--- src/hdl/pec_pkg.sv ---
// pec_pkg: shared types and constants for the prime exponent counter
// no dependencies
`timescale 1ns / 1ps
`default_nettype none

package pec_pkg;

	// default width of the number to factorize
	localparam int NUMBER_BITS_DEF = 20;

	// result field widths
	localparam int TOTAL_W    = 5;
	localparam int DISTINCT_W = 4;
	localparam int ANSWER_W   = 6;

	// internal count width, holds up to 63 factors; the output saturates at 31
	localparam int CNT_W = 6;

	// saturation limits
	localparam logic [CNT_W-1:0]    TOTAL_MAX  = 6'd31;
	localparam logic [ANSWER_W-1:0] ANSWER_MAX = 6'd31;

	// working record in the scratch memory
	localparam int   REC_DEPTH = 2;
	localparam logic REC_N     = 1'b0;  // remaining cofactor
	localparam logic REC_D     = 1'b1;  // current trial divisor

	typedef enum logic [2:0] {
		ST_IDLE,
		ST_INIT,
		ST_RD_N,
		ST_RD_D,
		ST_LOAD,
		ST_CHK,
		ST_DIV,
		ST_FIN
	} pec_state_t;

endpackage

`default_nettype wire

--- src/hdl/prime_exponent_counter.sv ---
// prime_exponent_counter: one number at a time, trial division over 2 and the odd divisors;
// each trial passes ST_RD_N, ST_RD_D, ST_LOAD and ST_CHK to read the scratch ram and check,
// then runs the bit-serial divider, and a factor hit costs one more trial with the same
// divisor; busy falls as done rises, so the next word can go in at the edge that takes
// the result word; the receiver cannot stall; arst_n clears the control state
`timescale 1ns / 1ps
`default_nettype none

module prime_exponent_counter
	import pec_pkg::*;
#(
	parameter int NUMBER_BITS = NUMBER_BITS_DEF
) (
	input  wire logic                       clk,
	input  wire logic                       arst_n,
	input  wire logic                       start,
	output logic                            busy,
	input  wire logic [NUMBER_BITS-1:0]     number,
	output logic                            done,
	output logic      [TOTAL_W-1:0]         total_exponents,
	output logic      [DISTINCT_W-1:0]      distinct_primes,
	output logic signed [ANSWER_W-1:0]      answer
);

	// square of the trial divisor needs two bits above the number width
	localparam int SW = NUMBER_BITS + 2;

	pec_state_t state_q, state_d;

	// working registers; n_q and d_q are loaded from the scratch ram each trial
	logic [NUMBER_BITS-1:0] n_q;
	logic [NUMBER_BITS-1:0] d_q;
	logic [SW-1:0]          sq_q;
	logic [CNT_W-1:0]       total_q;
	logic [DISTINCT_W-1:0]  distinct_q;
	logic                   hit_q;      // current divisor already counted as distinct

	// output word register
	logic                   done_q;
	logic [TOTAL_W-1:0]     total_out_q;
	logic [DISTINCT_W-1:0]  distinct_out_q;
	logic [ANSWER_W-1:0]    answer_out_q;

	// scratch ram port
	logic                   ram_we;
	logic                   ram_waddr;
	logic [NUMBER_BITS-1:0] ram_wdata;
	logic                   ram_raddr;
	logic [NUMBER_BITS-1:0] ram_rdata;

	// divider port
	logic                   div_start;
	logic                   div_done;
	logic [NUMBER_BITS-1:0] div_quo;
	logic                   div_rem_zero;

	// next divisor and its square: 2 -> 3, then odd steps of two
	logic                   d_is_two;
	logic [NUMBER_BITS-1:0] d_next;
	logic [SW-1:0]          sq_next;
	logic                   n_gt_one;
	logic                   keep_trying;

	// final counts including a leftover prime cofactor
	logic [CNT_W-1:0]       fin_total;
	logic [DISTINCT_W-1:0]  fin_dist;
	logic [CNT_W:0]         fin_sum;
	logic [TOTAL_W-1:0]     fin_total_sat;
	logic [ANSWER_W-1:0]    fin_answer;

	assign d_is_two = (d_q == NUMBER_BITS'(2));
	assign d_next   = d_q + (d_is_two ? NUMBER_BITS'(1) : NUMBER_BITS'(2));
	assign sq_next  = d_is_two ? (sq_q + SW'(5))
	                           : (sq_q + {d_q, 2'b00} + SW'(4));
	assign n_gt_one = (n_q > NUMBER_BITS'(1));

	// after a hit the same divisor is tried again without the square test
	assign keep_trying = hit_q || (n_gt_one && (sq_q <= {2'b00, n_q}));

	assign fin_total     = total_q + CNT_W'(n_gt_one);
	assign fin_dist      = distinct_q + DISTINCT_W'(n_gt_one);
	assign fin_sum       = {1'b0, fin_total} + (CNT_W + 1)'(fin_dist);
	assign fin_total_sat = (fin_total > TOTAL_MAX) ? TOTAL_MAX[TOTAL_W-1:0]
	                                               : fin_total[TOTAL_W-1:0];
	// sum minus one, saturated; zero sum wraps to all ones, which is -1
	assign fin_answer    = (fin_sum > (CNT_W + 1)'(32)) ? ANSWER_MAX
	                       : ANSWER_W'(fin_sum - (CNT_W + 1)'(1));

	pec_ram #(
		.WIDTH (NUMBER_BITS),
		.DEPTH (REC_DEPTH)
	) u_ram (
		.clk   (clk),
		.we    (ram_we),
		.waddr (ram_waddr),
		.wdata (ram_wdata),
		.raddr (ram_raddr),
		.rdata (ram_rdata)
	);

	pec_div #(
		.NUMBER_BITS (NUMBER_BITS)
	) u_div (
		.clk      (clk),
		.arst_n   (arst_n),
		.start    (div_start),
		.dividend (n_q),
		.divisor  (d_q),
		.done     (div_done),
		.quotient (div_quo),
		.rem_zero (div_rem_zero)
	);

	// state register
	always_ff @(posedge clk or negedge arst_n) begin
		if (!arst_n) begin
			state_q <= ST_IDLE;
		end else begin
			state_q <= state_d;
		end
	end

	// next state, ram and divider control
	always_comb begin
		state_d   = state_q;
		ram_we    = 1'b0;
		ram_waddr = REC_N;
		ram_wdata = '0;
		ram_raddr = REC_N;
		div_start = 1'b0;
		case (state_q)
			ST_IDLE: begin
				if (start) begin
					// store the incoming word as the cofactor
					ram_we    = 1'b1;
					ram_waddr = REC_N;
					ram_wdata = number;
					state_d   = ST_INIT;
				end
			end
			ST_INIT: begin
				// first trial divisor is two
				ram_we    = 1'b1;
				ram_waddr = REC_D;
				ram_wdata = NUMBER_BITS'(2);
				state_d   = ST_RD_N;
			end
			ST_RD_N: begin
				ram_raddr = REC_N;
				state_d   = ST_RD_D;
			end
			ST_RD_D: begin
				ram_raddr = REC_D;
				state_d   = ST_LOAD;
			end
			ST_LOAD: begin
				state_d = ST_CHK;
			end
			ST_CHK: begin
				if (keep_trying) begin
					div_start = 1'b1;
					state_d   = ST_DIV;
				end else begin
					state_d = ST_FIN;
				end
			end
			ST_DIV: begin
				if (div_done) begin
					ram_we = 1'b1;
					if (div_rem_zero) begin
						// divisor hit: write back the quotient
						ram_waddr = REC_N;
						ram_wdata = div_quo;
					end else begin
						// miss: move on to the next divisor
						ram_waddr = REC_D;
						ram_wdata = d_next;
					end
					state_d = ST_RD_N;
				end
			end
			ST_FIN: begin
				state_d = ST_IDLE;
			end
			default: begin
				state_d = ST_IDLE;
			end
		endcase
	end

	// working registers
	always_ff @(posedge clk) begin
		case (state_q)
			ST_IDLE: begin
				total_q    <= '0;
				distinct_q <= '0;
				hit_q      <= 1'b0;
				sq_q       <= SW'(4);
			end
			ST_RD_D: begin
				n_q <= ram_rdata;
			end
			ST_LOAD: begin
				d_q <= ram_rdata;
			end
			ST_DIV: begin
				if (div_done) begin
					if (div_rem_zero) begin
						total_q <= total_q + 1'b1;
						hit_q   <= 1'b1;
						if (!hit_q) begin
							distinct_q <= distinct_q + 1'b1;
						end
					end else begin
						hit_q <= 1'b0;
						sq_q  <= sq_next;
					end
				end
			end
			default: begin
			end
		endcase
	end

	// result word, shown for one cycle
	always_ff @(posedge clk or negedge arst_n) begin
		if (!arst_n) begin
			done_q <= 1'b0;
		end else begin
			done_q <= (state_q == ST_FIN);
		end
	end

	always_ff @(posedge clk) begin
		if (state_q == ST_FIN) begin
			total_out_q    <= fin_total_sat;
			distinct_out_q <= fin_dist;
			answer_out_q   <= fin_answer;
		end
	end

	assign busy            = (state_q != ST_IDLE);
	assign done            = done_q;
	assign total_exponents = total_out_q;
	assign distinct_primes = distinct_out_q;
	assign answer          = answer_out_q;

`ifndef SYNTHESIS
	// the result strobe lasts one cycle
	a_done_pulse: assert property (@(posedge clk) disable iff (!arst_n)
		done |=> !done)
		else $error("done held for more than one cycle");

	// an accepted word makes the block busy
	a_accept_busy: assert property (@(posedge clk) disable iff (!arst_n)
		(start && !busy) |=> busy)
		else $error("accepted word did not raise busy");

	// the divider only finishes while the controller waits for it
	a_div_state: assert property (@(posedge clk) disable iff (!arst_n)
		div_done |-> (state_q == ST_DIV))
		else $error("divider finished outside the divide state");

	// a result word comes only at the end of a factorization
	a_done_src: assert property (@(posedge clk) disable iff (!arst_n)
		done |-> ($past(state_q) == ST_FIN))
		else $error("result word without a finished factorization");
`endif

endmodule

`default_nettype wire

--- src/hdl/pec_ram.sv ---
// pec_ram: generic simple dual port ram, one write and one registered read port
// no dependencies
`timescale 1ns / 1ps
`default_nettype none

module pec_ram #(
	parameter int WIDTH = 8,
	parameter int DEPTH = 2
) (
	input  wire logic                     clk,
	input  wire logic                     we,
	input  wire logic [$clog2(DEPTH)-1:0] waddr,
	input  wire logic [WIDTH-1:0]         wdata,
	input  wire logic [$clog2(DEPTH)-1:0] raddr,
	output logic      [WIDTH-1:0]         rdata
);

	logic [WIDTH-1:0] mem_q [DEPTH];

	always_ff @(posedge clk) begin
		if (we) begin
			mem_q[waddr] <= wdata;
		end
		rdata <= mem_q[raddr];
	end

endmodule

`default_nettype wire

--- src/hdl/pec_div.sv ---
// pec_div: restoring divider, one quotient bit per cycle
// no dependencies
`timescale 1ns / 1ps
`default_nettype none

module pec_div #(
	parameter int NUMBER_BITS = 20
) (
	input  wire logic                   clk,
	input  wire logic                   arst_n,
	input  wire logic                   start,
	input  wire logic [NUMBER_BITS-1:0] dividend,
	input  wire logic [NUMBER_BITS-1:0] divisor,
	output logic                        done,
	output logic      [NUMBER_BITS-1:0] quotient,
	output logic                        rem_zero
);

	localparam int CW = $clog2(NUMBER_BITS + 1);

	logic                   run_q;
	logic [CW-1:0]          cnt_q;
	logic [NUMBER_BITS-1:0] quo_q;
	logic [NUMBER_BITS-1:0] rem_q;
	logic [NUMBER_BITS-1:0] dvs_q;
	logic                   done_q;
	logic [NUMBER_BITS:0]   trial;
	logic [NUMBER_BITS:0]   diff;
	logic                   fits;

	// shift in the next dividend bit and try the subtraction
	assign trial = {rem_q, quo_q[NUMBER_BITS-1]};
	assign diff  = trial - {1'b0, dvs_q};
	assign fits  = trial >= {1'b0, dvs_q};

	always_ff @(posedge clk or negedge arst_n) begin
		if (!arst_n) begin
			run_q  <= 1'b0;
			done_q <= 1'b0;
			cnt_q  <= '0;
		end else begin
			done_q <= 1'b0;
			if (start) begin
				run_q <= 1'b1;
				cnt_q <= CW'(NUMBER_BITS);
			end else if (run_q) begin
				cnt_q <= cnt_q - 1'b1;
				if (cnt_q == CW'(1)) begin
					run_q  <= 1'b0;
					done_q <= 1'b1;
				end
			end
		end
	end

	always_ff @(posedge clk) begin
		if (start) begin
			quo_q <= dividend;
			rem_q <= '0;
			dvs_q <= divisor;
		end else if (run_q) begin
			rem_q <= fits ? diff[NUMBER_BITS-1:0] : trial[NUMBER_BITS-1:0];
			quo_q <= {quo_q[NUMBER_BITS-2:0], fits};
		end
	end

	assign done     = done_q;
	assign quotient = quo_q;
	assign rem_zero = (rem_q == '0);

endmodule

`default_nettype wire
--- config.mk ---
export PLATFORM = sky130hd
export DESIGN_NAME = prime_exponent_counter
export DESIGN_NICKNAME = d
export VERILOG_FILES = /design/src/hdl/pec_pkg.sv /design/src/hdl/prime_exponent_counter.sv /design/src/hdl/pec_ram.sv /design/src/hdl/pec_div.sv
export SDC_FILE = /design/constraint.sdc
export NUM_CORES = 1
export LEC_CHECK = 0
export BUFFER_PORTS_ARGS = -buffer_cell sky130_fd_sc_hd__buf_2
export CAP_MARGIN = 20
export CORE_MARGIN = 2
export CORE_UTILIZATION = 45
export CTS_BUF_LIST = sky130_fd_sc_hd__clkbuf_8 sky130_fd_sc_hd__clkbuf_16
export DETAILED_ROUTE_END_ITERATION = 16
export GPL_TIMING_DRIVEN = 1
export PLACE_DENSITY = 0.69
export SYNTH_ARGS = -nofsm -noshare
export SYNTH_HDL_FRONTEND = slang
export SYNTH_HIERARCHICAL = 1
export SYNTH_SLANG_ARGS = --single-unit
--- constraint.sdc ---
create_clock -name clk -period 4.8 [get_ports clk]
set_clock_uncertainty 0.1 [all_clocks]
set_input_delay 0.72 -clock clk [delete_from_list [all_inputs] [get_ports clk]]
set_output_delay 0.72 -clock clk [all_outputs]
set_load 0.01 [all_outputs]
==> results of run 1 <==
==> flip-flops by register name, indices dropped and copies added (netlist names), 20 cells and up <==
| name | count |
|---|---|
| d_q | 20 |
| u_ram/rdata | 20 |
| sq_q | 22 |
| u_div/rem_q | 20 |
| u_ram/mem_q | 40 |
| u_div/quotient | 20 |
| n_q | 20 |
| u_div/dvs_q | 20 |
==> per-layer routing <==
metal	vias to the layer above	wire [µm]	GRT usage, %
met2	252	13500	33.28
li1	4192	-	-
met3	58	1670	2.930
met4	0	806	6.466
met1	4157	13420	28.98
met5	-	0	0
==> metrics by stage <==
step	utilization (%)	setup WS (ns)	instance area (µm²)	total power, mW	instances
after CTS	51.55	0.6264	13930	9.378	1520
after global routing	51.55	0.3410	13930	9.982	1520
final	51.55	0.5682	13930	9.356	1520
after floorplan	-	0.6773	12420	6.338	1110
after global placement	48.31	0.7522	13060	7.271	1475
after detailed placement	48.31	0.6490	13060	7.362	1475
==> logic make-up (layout without fill, tap and decap cells) <==
group                    count (synthesis)  after routing  share of synthesized area [%]
buffers and inverters                  106            175                          3.605
XOR/XNOR                                95             95                          6.757
flip-flops                             219            219                          49.26
adder cells (fa/ha/maj)                100            100                          10.31
multiplexers                            51             51                          5.126
AO/OA/AOI/OAI                          220            220                          12.25
AND/OR/NAND/NOR                        319            319                          12.69
==> power by group through the flow <==
stage,clock network (mW),registers [mW],logic (mW)
floorplan,0,3.28,3.05
global placement,0,3.41,3.86
detailed placement,0,3.44,3.92
CTS,2.02,3.41,3.95
global route,2.09,3.48,4.41
finish,1.98,3.41,3.97
==> Yosys cell counts (9+ instances only) <==
library cell | instances | area, µm²
a211oi_1 | 10 | 75.07
a21o_1 | 16 | 120.1
a21oi_1 | 54 | 270.3
and3_1 | 14 | 87.58
clkbuf_1 | 23 | 86.33
dfrtp_1 | 11 | 275.3
dfxtp_1 | 40 | 800.8
edfxtp_1 | 168 | 5045
ha_1 | 96 | 1201
inv_1 | 64 | 240.2
mux2_2 | 21 | 236.5
mux2_4 | 20 | 300.3
mux2i_1 | 10 | 100.1
nand2_1 | 98 | 367.9
nand2b_1 | 13 | 81.33
nand3_1 | 33 | 165.2
nand4_1 | 17 | 106.4
nor2_1 | 70 | 262.8
nor2b_1 | 9 | 56.30
nor3_1 | 11 | 55.05
nor4_1 | 16 | 100.1
o21ai_0 | 48 | 240.2
xnor2_1 | 49 | 429.2
xor2_1 | 45 | 394.1
==> final cells by class <==
class	instances	area (µm²)
Tap cell	341	426.7
Timing Repair Buffer	66	400.4
Clock buffer	27	653.1
Multi-Input combinational cell	785	5876
Inverter	65	244.0
Clock inverter	17	210.2
Fill cell	2358	13100
Sequential cell	219	6121
==> final timing paths <==
| check | from | endpoint | slack (ns) | depth (start not counted) |
|---|---|---|---|---|
| setup / recovery | d_q[11] | u_ram/mem_q[1][14] | 0.57 | 12 |
| hold / removal | u_ram/rdata[9] | d_q[9] | 0.33 | 0 |
| setup reg to reg | d_q[11] | u_ram/mem_q[1][14] | 0.57 | 12 |
| hold reg to reg | u_ram/rdata[9] | d_q[9] | 0.33 | 0 |
| max in group asynchronous | arst_n | u_div/cnt_q[4] | 3.81 | 2 |
| min in group asynchronous | arst_n | state_q[0] | 0.53 | 2 |
==> impl_results.md, run 1 <==
- Final nets: 1284
- Core ar.: ~27000 µm²
- Int Power: slightly below 6 mW
- Syn-to-layout area delta: 12.13%
- Number of detailed-route iterations in the first pass: 6
- Final period utilization: 88.16%
- Crit path max-delay cell type: nor4_1
- Final WL: about 29 mm
- Pin count of the biggest net entering global routing: 40
- H-Tree Depth: 1
- Via count: a little under 9000
- Global route overflow: 0
- Gp weighted congestion: ~0.95
- Setup violations, final: 0
- Dpl hpwl: about 21 mm
- RSZ-0062 raised after global routing: false
- Post-cts resize count: 0
- Switching power: around 3.5 mW
- #FFs+latches synth: 219
- TritonCTS Buffers: 24
- Root Driver: clkbuf_16
- Fraction of registers with async set/reset: under 10%
- Drt wl/cell: about 19 µm
- TritonCTS clock tree: yes
- Delay-heaviest family, CP: simple AND/OR/NAND/NOR gates
- Comb pwr share: 42.4%
- Reg power frac: between 30% and 40%
- Max Transition Viols Final: 0
- Status: finished, final reports clean
- Number of port buffers: 39
- First-pass GRT wire length: 46.69 mm
- DRT iter0 DRCs: 662
- Crit path time final: about 4.2 ns
- Slew HR: between 30% and 40%
- Vias in the first global route: 8684
- GRT Util Overall: 20.69%
- Max-cap violations: 0
- Post-route DRC: 0
- Worst-Margin Slew: 1.035 ns
- CP arrival: around 4.4 ns
- Mapped Avg Cell Area: 11.19 µm²
- Final hold violations: 0
- Hold Buf Count CTS: 1
- Initial antenna violation count: 0
- Clk sink count: between 200 and 250
- PD cells: about 670 nW/µm²
- Longest Clk Path Bufs: 3
- Sw frac: 37.18%
- Initial core utilization: between 40% and 50%
- Crit end category: register
- Post-Syn Instances: 1110
- EDFF count, synth: 168
- Final ANT Viol Nets: 0
- Clock-pin slew on the worst setup and hold paths: 0.06 ns
- Hold WS: 0.3298 ns
- Die height: about 170 µm
- Full die area: between 20000 and 30000 µm²
- Fmax: between 200 and 250 MHz
- Most frequent cells in the layout: edfxtp_1, nand2_1, ha_1
- Crit start category: register
- CP max stage delay: roughly 0.6 ns
- Clk_lat worst skew: 0.52 ns
- Layout cell share with drive strength beyond 1: between 15 and 20%
- Most common cell after layout, fill and taps aside: edfxtp_1
- Diodes inserted: 0
- Syn_nets: around 1200
- Seq/Total Area, Yosys: between 40% and 50%
- Pleak: 5.514 nW
- Max IR drop VDD: between 300 and 400 µV
- Setup TNS: 0 ns
- CP bufs+invs: 1
- Post-CTS Setup Inserts: 0
- Path type of the worst setup path: register to register
- Vias per Instance: between 5 and 6
- # IOs: 40
- CP Data Required Time: roughly 4.9 ns
- Clock power share: about a fifth
- Die X: 170.2 µm
- Total number of yosys warnings: 6
- Cell variety after synth: 83
- Site Rows: 60
- Synth Cell Area: 12420 µm²
- Worst Hold Class: register to register
- Crit path cell chain: nor4_1 -> nand3_1 -> or2_2 -> inv_2 -> ha_1 -> fa_1 -> and3_1 -> nand2_1 -> nor2_1 -> nand4_1 -> xor2_1 -> o21ai_0
- Crit-path max FO: 24
- Primary FF master, synth: edfxtp_1
(Power assumes the default switching activity.)
==> run 2, diff against run 1 <==
--- a/config.mk
+++ b/config.mk
@@ -12,7 +12,7 @@
 export CTS_BUF_LIST = sky130_fd_sc_hd__clkbuf_8 sky130_fd_sc_hd__clkbuf_16
 export DETAILED_ROUTE_END_ITERATION = 16
 export GPL_TIMING_DRIVEN = 1
-export PLACE_DENSITY = 0.69
+export PLACE_DENSITY = 0.67
 export SYNTH_ARGS = -nofsm -noshare
 export SYNTH_HDL_FRONTEND = slang
 export SYNTH_HIERARCHICAL = 1
==> run 2 against run 1 <==
Net effect: global-route usage decreased by 0.68 points; via count up 0.60%; non-clock buffer count fell by 3; utilization up 0.11 points; worst hold slack gained 0.0046 ns; critical path depth grew 2; highest routed layer unchanged; largest cell class unchanged; wire length is 3.0% lower; critical endpoint is now answer[5]; final cell count is 0.20% lower; sequential cell count unchanged; setup slack better by 0.0047 ns; count of clock-buffer cells in the layout is 2 higher; first-iteration DRC count up 14%.
==> impl_results.md, run 2 (synthesized netlist as in run 1, its figures left out) <==
- Status: finished, final reports clean (unchanged)
- Die height: 170.2 µm (unchanged)
- Hold Crit Start: u_ram/rdata[12] (was u_ram/rdata[9])
- Reg power frac: 36.5% (was 36.4%)
- Longest Clk Path Bufs: 3 (unchanged)
- Layout cell share with drive strength beyond 1: 14.88% (was 15.10%)
- Worst hold endpoint: n_q[12] (was d_q[9])
- PD cells: 672.4 nW/µm² (was 671.6 nW/µm²)
- Fmax: 236.6 MHz (was 236.3 MHz)
- RSZ-0062 raised after global routing: false (unchanged)
- Full die area: 28950 µm² (unchanged)
- Worst r2r dst: answer[5] (was u_ram/mem_q[1][14])
- Crit end category: register (unchanged)
- Sw frac: 37.15% (was 37.18%)
- Root Driver: clkbuf_16 (unchanged)
- Post-CTS Setup Inserts: 0 (unchanged)
- Total chip power: 9.387 mW (was 9.356 mW)
- Most frequent cells in the layout: edfxtp_1, nand2_1, ha_1 (unchanged)
- Via count: 8711 (was 8659)
- CP Data Required Time: 4.98 ns (was 4.94 ns)
- Setup violations, final: 0 (unchanged)
- H-Tree Depth: 1 (unchanged)
- Diodes inserted: 0 (unchanged)
- Worst Hold Class: register to register (unchanged)
- Final hold violations: 0 (unchanged)
- Placed insts: 1471 (was 1475)
- Post-route DRC: 0 (unchanged)
- Drt wl/cell: 18.79 µm (was 19.34 µm)
- Reg-to-Reg Start: n_q[12] (was d_q[11])
- Most common cell after layout, fill and taps aside: edfxtp_1 (unchanged)
- Syn-to-layout area delta: 12.37% (was 12.13%)
- Final Instance Count excl. Fillers: 1517 (was 1520)
- Biggest register: u_ram/mem_q (unchanged)
- Number of port buffers: 39 (unchanged)
- Final ANT Viol Nets: 0 (unchanged)
- # IOs: 40 (unchanged)
- Crit start category: register (unchanged)
- Hold Path Stages: 0 (unchanged)
- Max-cap violations: 0 (unchanged)
- Int Power: 5.900 mW (was 5.877 mW)
- Vias in the first global route: 8552 (was 8684)
- Comb pwr share: 42.0% (was 42.4%)
- Final WL: 28.51 mm (was 29.40 mm)
- Die X: 170.2 µm (unchanged)
- Final nets: 1281 (was 1284)
- Max Transition Viols Final: 0 (unchanged)
- Hold Buf Count CTS: 1 (unchanged)
- Setup TNS: 0 ns (unchanged)
- Max IR drop VDD: 375.7 µV (was 331.5 µV)
- TritonCTS clock tree: yes (unchanged)
- Clk_lat worst skew: 0.53 ns (was 0.52 ns)
- Path type of the worst setup path: register to register (unchanged)
- Top Registers: u_ram/mem_q x40, sq_q x22 (unchanged)
- FF-to-FF setup slack: 0.57 ns (about the same)
- Site Rows: 60 (unchanged)
- Initial antenna violation count: 1 (was 0)
- CP arrival: 4.41 ns (was 4.37 ns)
- Core ar.: 27030 µm² (unchanged)
- Crit-path max FO: 6 (was 24)
- Initial core utilization: 45.97% (unchanged)
- GRT Util Overall: 20.01% (was 20.69%)
- DRT iter0 DRCs: 753 (was 662)
- Vias per Instance: 5.742 (was 5.697)
- Number of detailed-route iterations in the first pass: 5 (was 6)
- Filler cells: 2392 (was 2358)
- Clock power share: 21.5% (was 21.2%)
- Switching power: 3.487 mW (was 3.478 mW)
- Gp weighted congestion: 0.8847 (was 0.9540)
- Worst r2r path cells: 14 (was 12)
- Slew HR: 33.49% (was 30.82%)
- Crit path time final: 4.227 ns (was 4.232 ns)
- First-pass GRT wire length: 45.58 mm (was 46.69 mm)
- Pleak: 5.503 nW (was 5.514 nW)
- Clk sink count: 219 (unchanged)
- Final period utilization: 88.06% (was 88.16%)
- Post-cts resize count: 0 (unchanged)
- Pin count of the biggest net entering global routing: 27 (was 40)
- CP startpoint: n_q[12] (was d_q[11])
- Max FFs per register: 40 (unchanged)
- Global route overflow: 0 (unchanged)
- TritonCTS Buffers: 24 (unchanged)
- Clock-pin slew on the worst setup and hold paths: 0.06 ns (about the same)
- Worst-Margin Slew: 0.9953 ns (was 1.035 ns)
- Dpl hpwl: 20.67 mm (was 21.14 mm)
[run 2: cell types whose count changed in the layout (fill, tap and decap cells not counted)]
cell        change
buf_16          +1
buf_4           -5
clkbuf_8        +3
clkinv_1        +4
clkinv_2        -2
clkinv_8        +1
clkinvlp_4      -1
inv_1           -4
[run 2: cell type report]
class	count	area (µm²)	area share [%]
clock inverters	15	209.0	1.497
multi-input cells	785	5876	42.09
repair buffers	63	415.4	2.975
flip-flops and latches	219	6121	43.84
well taps	341	426.7	3.056
inverters	65	244.0	1.748
clock buffers	29	669.4	4.795
[run 2: power by group through the flow]
stage / Sequential (mW) / Clock [mW] / Combinational (mW)
after floorplan: 3.28 / 0 / 3.05
after global placement: 3.44 / 0 / 3.81
after detailed placement: 3.46 / 0 / 3.90
after CTS: 3.43 / 2.04 / 3.93
after global routing: 3.50 / 2.12 / 4.40
final: 3.43 / 2.01 / 3.95
[run 2: metrics by stage]
step	worst slack, ns	hold WS (ns)	utilization, %	instance area, µm²
floorplan	0.6773	0.3037	-	12420
global placement	0.6933	0.3069	48.18	13020
detailed placement	0.5800	0.3198	48.28	13050
CTS	0.5788	0.3341	51.56	13940
global route	0.2883	0.3404	51.66	13960
finish	0.5729	0.3343	51.66	13960
[run 2: how the worst max path moves through the flow]
| stage | cells after the start | endpoint | slack (ns) |
|---|---|---|---|
| 3_5_place_dp | 14 | answer[5] | 0.58 |
| 3_3_place_gp | 14 | answer[2] | 0.69 |
| 6_report | 14 | answer[5] | 0.57 |
| 5_1_grt | 14 | answer[2] | 0.29 |
| 2_1_floorplan | 10 | u_div/quotient[0] | 0.68 |
| 4_1_cts | 14 | answer[5] | 0.58 |
[run 2: metal layers]
layer  global-route usage (%)  up-vias  wire length, µm  share of wire (%)
met5                        0        -                0                  0
met1                    27.65     4223            12970                 45
li1                         -     4186                -                  -
met3                    2.721       51             1517                5.3
met4                    5.091        0              714                2.5
met2                    33.28      251            13310                 47
[run 2: critical path: stages (launching register included)]
cell       delay [ns]
edfxtp_1         0.42
nor4_1           0.41
nand4_1          0.22
or4_1            0.58
ha_1             0.27
ha_1             0.21
xor2_1           0.16
ha_1             0.23
a311o_1          0.34
o211ai_1         0.10
a21oi_1          0.10
xnor2_1          0.31
a31oi_1          0.16
a2bb2oi_2        0.19
and2_1           0.17
==> run 3, diff against run 2 <==
--- a/config.mk
+++ b/config.mk
@@ -12,7 +12,7 @@
 export CTS_BUF_LIST = sky130_fd_sc_hd__clkbuf_8 sky130_fd_sc_hd__clkbuf_16
 export DETAILED_ROUTE_END_ITERATION = 16
 export GPL_TIMING_DRIVEN = 1
-export PLACE_DENSITY = 0.67
+export PLACE_DENSITY_LB_ADDON = 0.2
 export SYNTH_ARGS = -nofsm -noshare
 export SYNTH_HDL_FRONTEND = slang
 export SYNTH_HIERARCHICAL = 1
==> run 3 against run 2 <==
Net effect: sequential cell count is the same; worst hold slack got worse by 0.0023 ns; largest power group unchanged; global-route usage grew 0.22 points; sequential share of layout area grew 0.20 points; critical endpoint is now answer[2]; largest cell class unchanged.
==> impl_results.md, run 3 (synthesized netlist as in run 1, its figures left out) <==
- Site Rows: 60 (unchanged)
- Most frequent cells in the layout: edfxtp_1, nand2_1, ha_1 (unchanged)
- Status: finished, final reports clean (unchanged)
- Crit path time final: 4.138 ns (was 4.227 ns)
- Post-route DRC: 0 (unchanged)
- Dpl hpwl: 20.95 mm (was 20.67 mm)
- Via count: 8586 (was 8711)
- Fmax: 241.7 MHz (was 236.6 MHz)
- Gp weighted congestion: 0.8621 (was 0.8847)
- PD cells: 668.2 nW/µm² (was 672.4 nW/µm²)
- First-pass GRT wire length: 45.65 mm (was 45.58 mm)
- Path type of the worst setup path: register to register (unchanged)
- CP Data Required Time: 4.96 ns (was 4.98 ns)
- Number of detailed-route iterations in the first pass: 5 (unchanged)
- Global route overflow: 0 (unchanged)
- TritonCTS clock tree: yes (unchanged)
- Most common cell after layout, fill and taps aside: edfxtp_1 (unchanged)
- Initial antenna violation count: 0 (was 1)
- Hold Crit Start: u_ram/rdata[0] (was u_ram/rdata[12])
- Worst r2r dst: answer[2] (was answer[5])
- Final hold violations: 0 (unchanged)
- Core ar.: 27030 µm² (unchanged)
- H-Tree Depth: 1 (unchanged)
- Slew HR: 29.08% (was 33.49%)
- Reg-to-Reg Start: n_q[12] (unchanged)
- # IOs: 40 (unchanged)
- Drt wl/cell: 19.04 µm (was 18.79 µm)
- Hold Buf Count CTS: 1 (unchanged)
- Clk sink count: 219 (unchanged)
- CP arrival: 4.29 ns (was 4.41 ns)
- Clk_lat worst skew: 0.53 ns (about the same)
- Design area: 13900 µm² (was 13960 µm²)
- Crit start category: register (unchanged)
- Top Registers: u_ram/mem_q x40, sq_q x22 (unchanged)
- TritonCTS Buffers: 25 (was 24)
- RSZ-0062 raised after global routing: false (unchanged)
- Die height: 170.2 µm (unchanged)
- Reg area: 6121 µm² (unchanged)
- Max-cap violations: 0 (unchanged)
- Die X: 170.2 µm (unchanged)
- Vias in the first global route: 8393 (was 8552)
- Biggest register: u_ram/mem_q (unchanged)
- Longest Clk Path Bufs: 3 (unchanged)
- Vias per Instance: 5.656 (was 5.742)
- DRT iter0 DRCs: 717 (was 753)
- Pin count of the biggest net entering global routing: 39 (was 27)
- Pleak: 5.498 nW (was 5.503 nW)
- Placed inst area: 13030 µm² (was 13050 µm²)
- Max IR drop VDD: 279.3 µV (was 375.7 µV)
- Final ANT Viol Nets: 0 (unchanged)
- Max FFs per register: 40 (unchanged)
- Setup violations, final: 0 (unchanged)
- Final core utilization: 51.43% (was 51.66%)
- Crit end category: register (unchanged)
- FF-to-FF setup slack: 0.66 ns (was 0.57 ns)
- Final period utilization: 86.21% (was 88.06%)
- Worst r2r path cells: 14 (unchanged)
- Max Transition Viols Final: 0 (unchanged)
- Worst hold endpoint: d_q[0] (was n_q[12])
- Final WL: 28.91 mm (was 28.51 mm)
- Final nets: 1282 (was 1281)
- Worst Hold Class: register to register (unchanged)
- Initial core utilization: 45.97% (unchanged)
- Layout cell share with drive strength beyond 1: 15.04% (was 14.88%)
- Clock-pin slew on the worst setup and hold paths: 0.06 ns (about the same)
- Worst-Margin Slew: 1.062 ns (was 0.9953 ns)
- Crit-path max FO: 6 (unchanged)
- Hold Path Stages: 0 (unchanged)
- Post-CTS Setup Inserts: 0 (unchanged)
- Post-cts resize count: 0 (unchanged)
- Setup TNS: 0 ns (unchanged)
- Number of port buffers: 39 (unchanged)
- Multi-input gate area: 5876 µm² (unchanged)
- Full die area: 28950 µm² (unchanged)
- Diodes inserted: 0 (unchanged)
- Filler cells: 2427 (was 2392)
- Syn-to-layout area delta: 11.86% (was 12.37%)
- Root Driver: clkbuf_16 (unchanged)
- GRT Util Overall: 20.23% (was 20.01%)
[run 3: cell types whose count changed in the layout (fill, tap and decap cells not counted)]
cell,delta
inv_6,+3
clkinv_1,-4
inv_1,+3
clkinvlp_4,-1
buf_16,-1
clkinv_8,-1
clkinv_4,+1
clkbuf_16,+1
inv_8,+1
bufinv_16,-2
clkinv_2,+3
clkbuf_8,-3
buf_4,+1
[run 3: cell type report]
type                       instances  share of cell area [%]
inverter                          65                   1.755
timing repair buffer              63                   2.845
clock inverter                    18                   1.314
sequential                       219                   44.04
tap                              341                   3.070
multi-input combinational        785                   42.28
clock buffer                      27                   4.699
[run 3: power by group]
group          internal [mW]  total, mW  switching, mW
sequential              2.93       3.44          0.508
combinational           1.70       3.92           2.22
clock                   1.15       1.93          0.782
total                   5.78       9.29           3.51
[run 3: per-layer routing]
layer	vias to the layer above	part of all wire, %	global-route usage, %
met4	0	3.0	5.797
met3	55	4.2	2.256
met5	-	0	0
li1	4199	-	-
met2	205	47	34.39
met1	4127	46	27.37
[run 3: worst max path at each step]
stage / from / to / depth (start not counted)
after floorplan: sq_q[18] / u_div/quotient[0] / 10
after global placement: n_q[12] / answer[2] / 14
after detailed placement: n_q[12] / answer[2] / 14
after CTS: n_q[12] / answer[2] / 14
after global routing: n_q[12] / answer[4] / 14
final: n_q[12] / answer[2] / 14
[run 3: critical path, cell delays in order (launching register included)]
cell,delay [ns]
edfxtp_1,0.41
nor4_1,0.38
nand4_1,0.18
or4_1,0.58
ha_1,0.28
ha_1,0.21
xor2_1,0.16
ha_1,0.23
a311o_1,0.34
o211ai_1,0.10
a21oi_1,0.10
xnor2_1,0.20
a31oi_1,0.23
a2bb2oi_2,0.26
nand3_1,0.11
[run 3: stage by stage]
step / worst slack, ns / power [mW] / hold slack (ns) / instances
6_report: 0.6618 / 9.287 / 0.3320 / 1518
5_1_grt: 0.3818 / 9.934 / 0.3392 / 1518
4_1_cts: 0.6258 / 9.323 / 0.3313 / 1517
3_5_place_dp: 0.6607 / 7.363 / 0.3173 / 1471
3_3_place_gp: 0.7034 / 7.303 / 0.3051 / 1471
2_1_floorplan: 0.6773 / 6.338 / 0.3037 / 1110
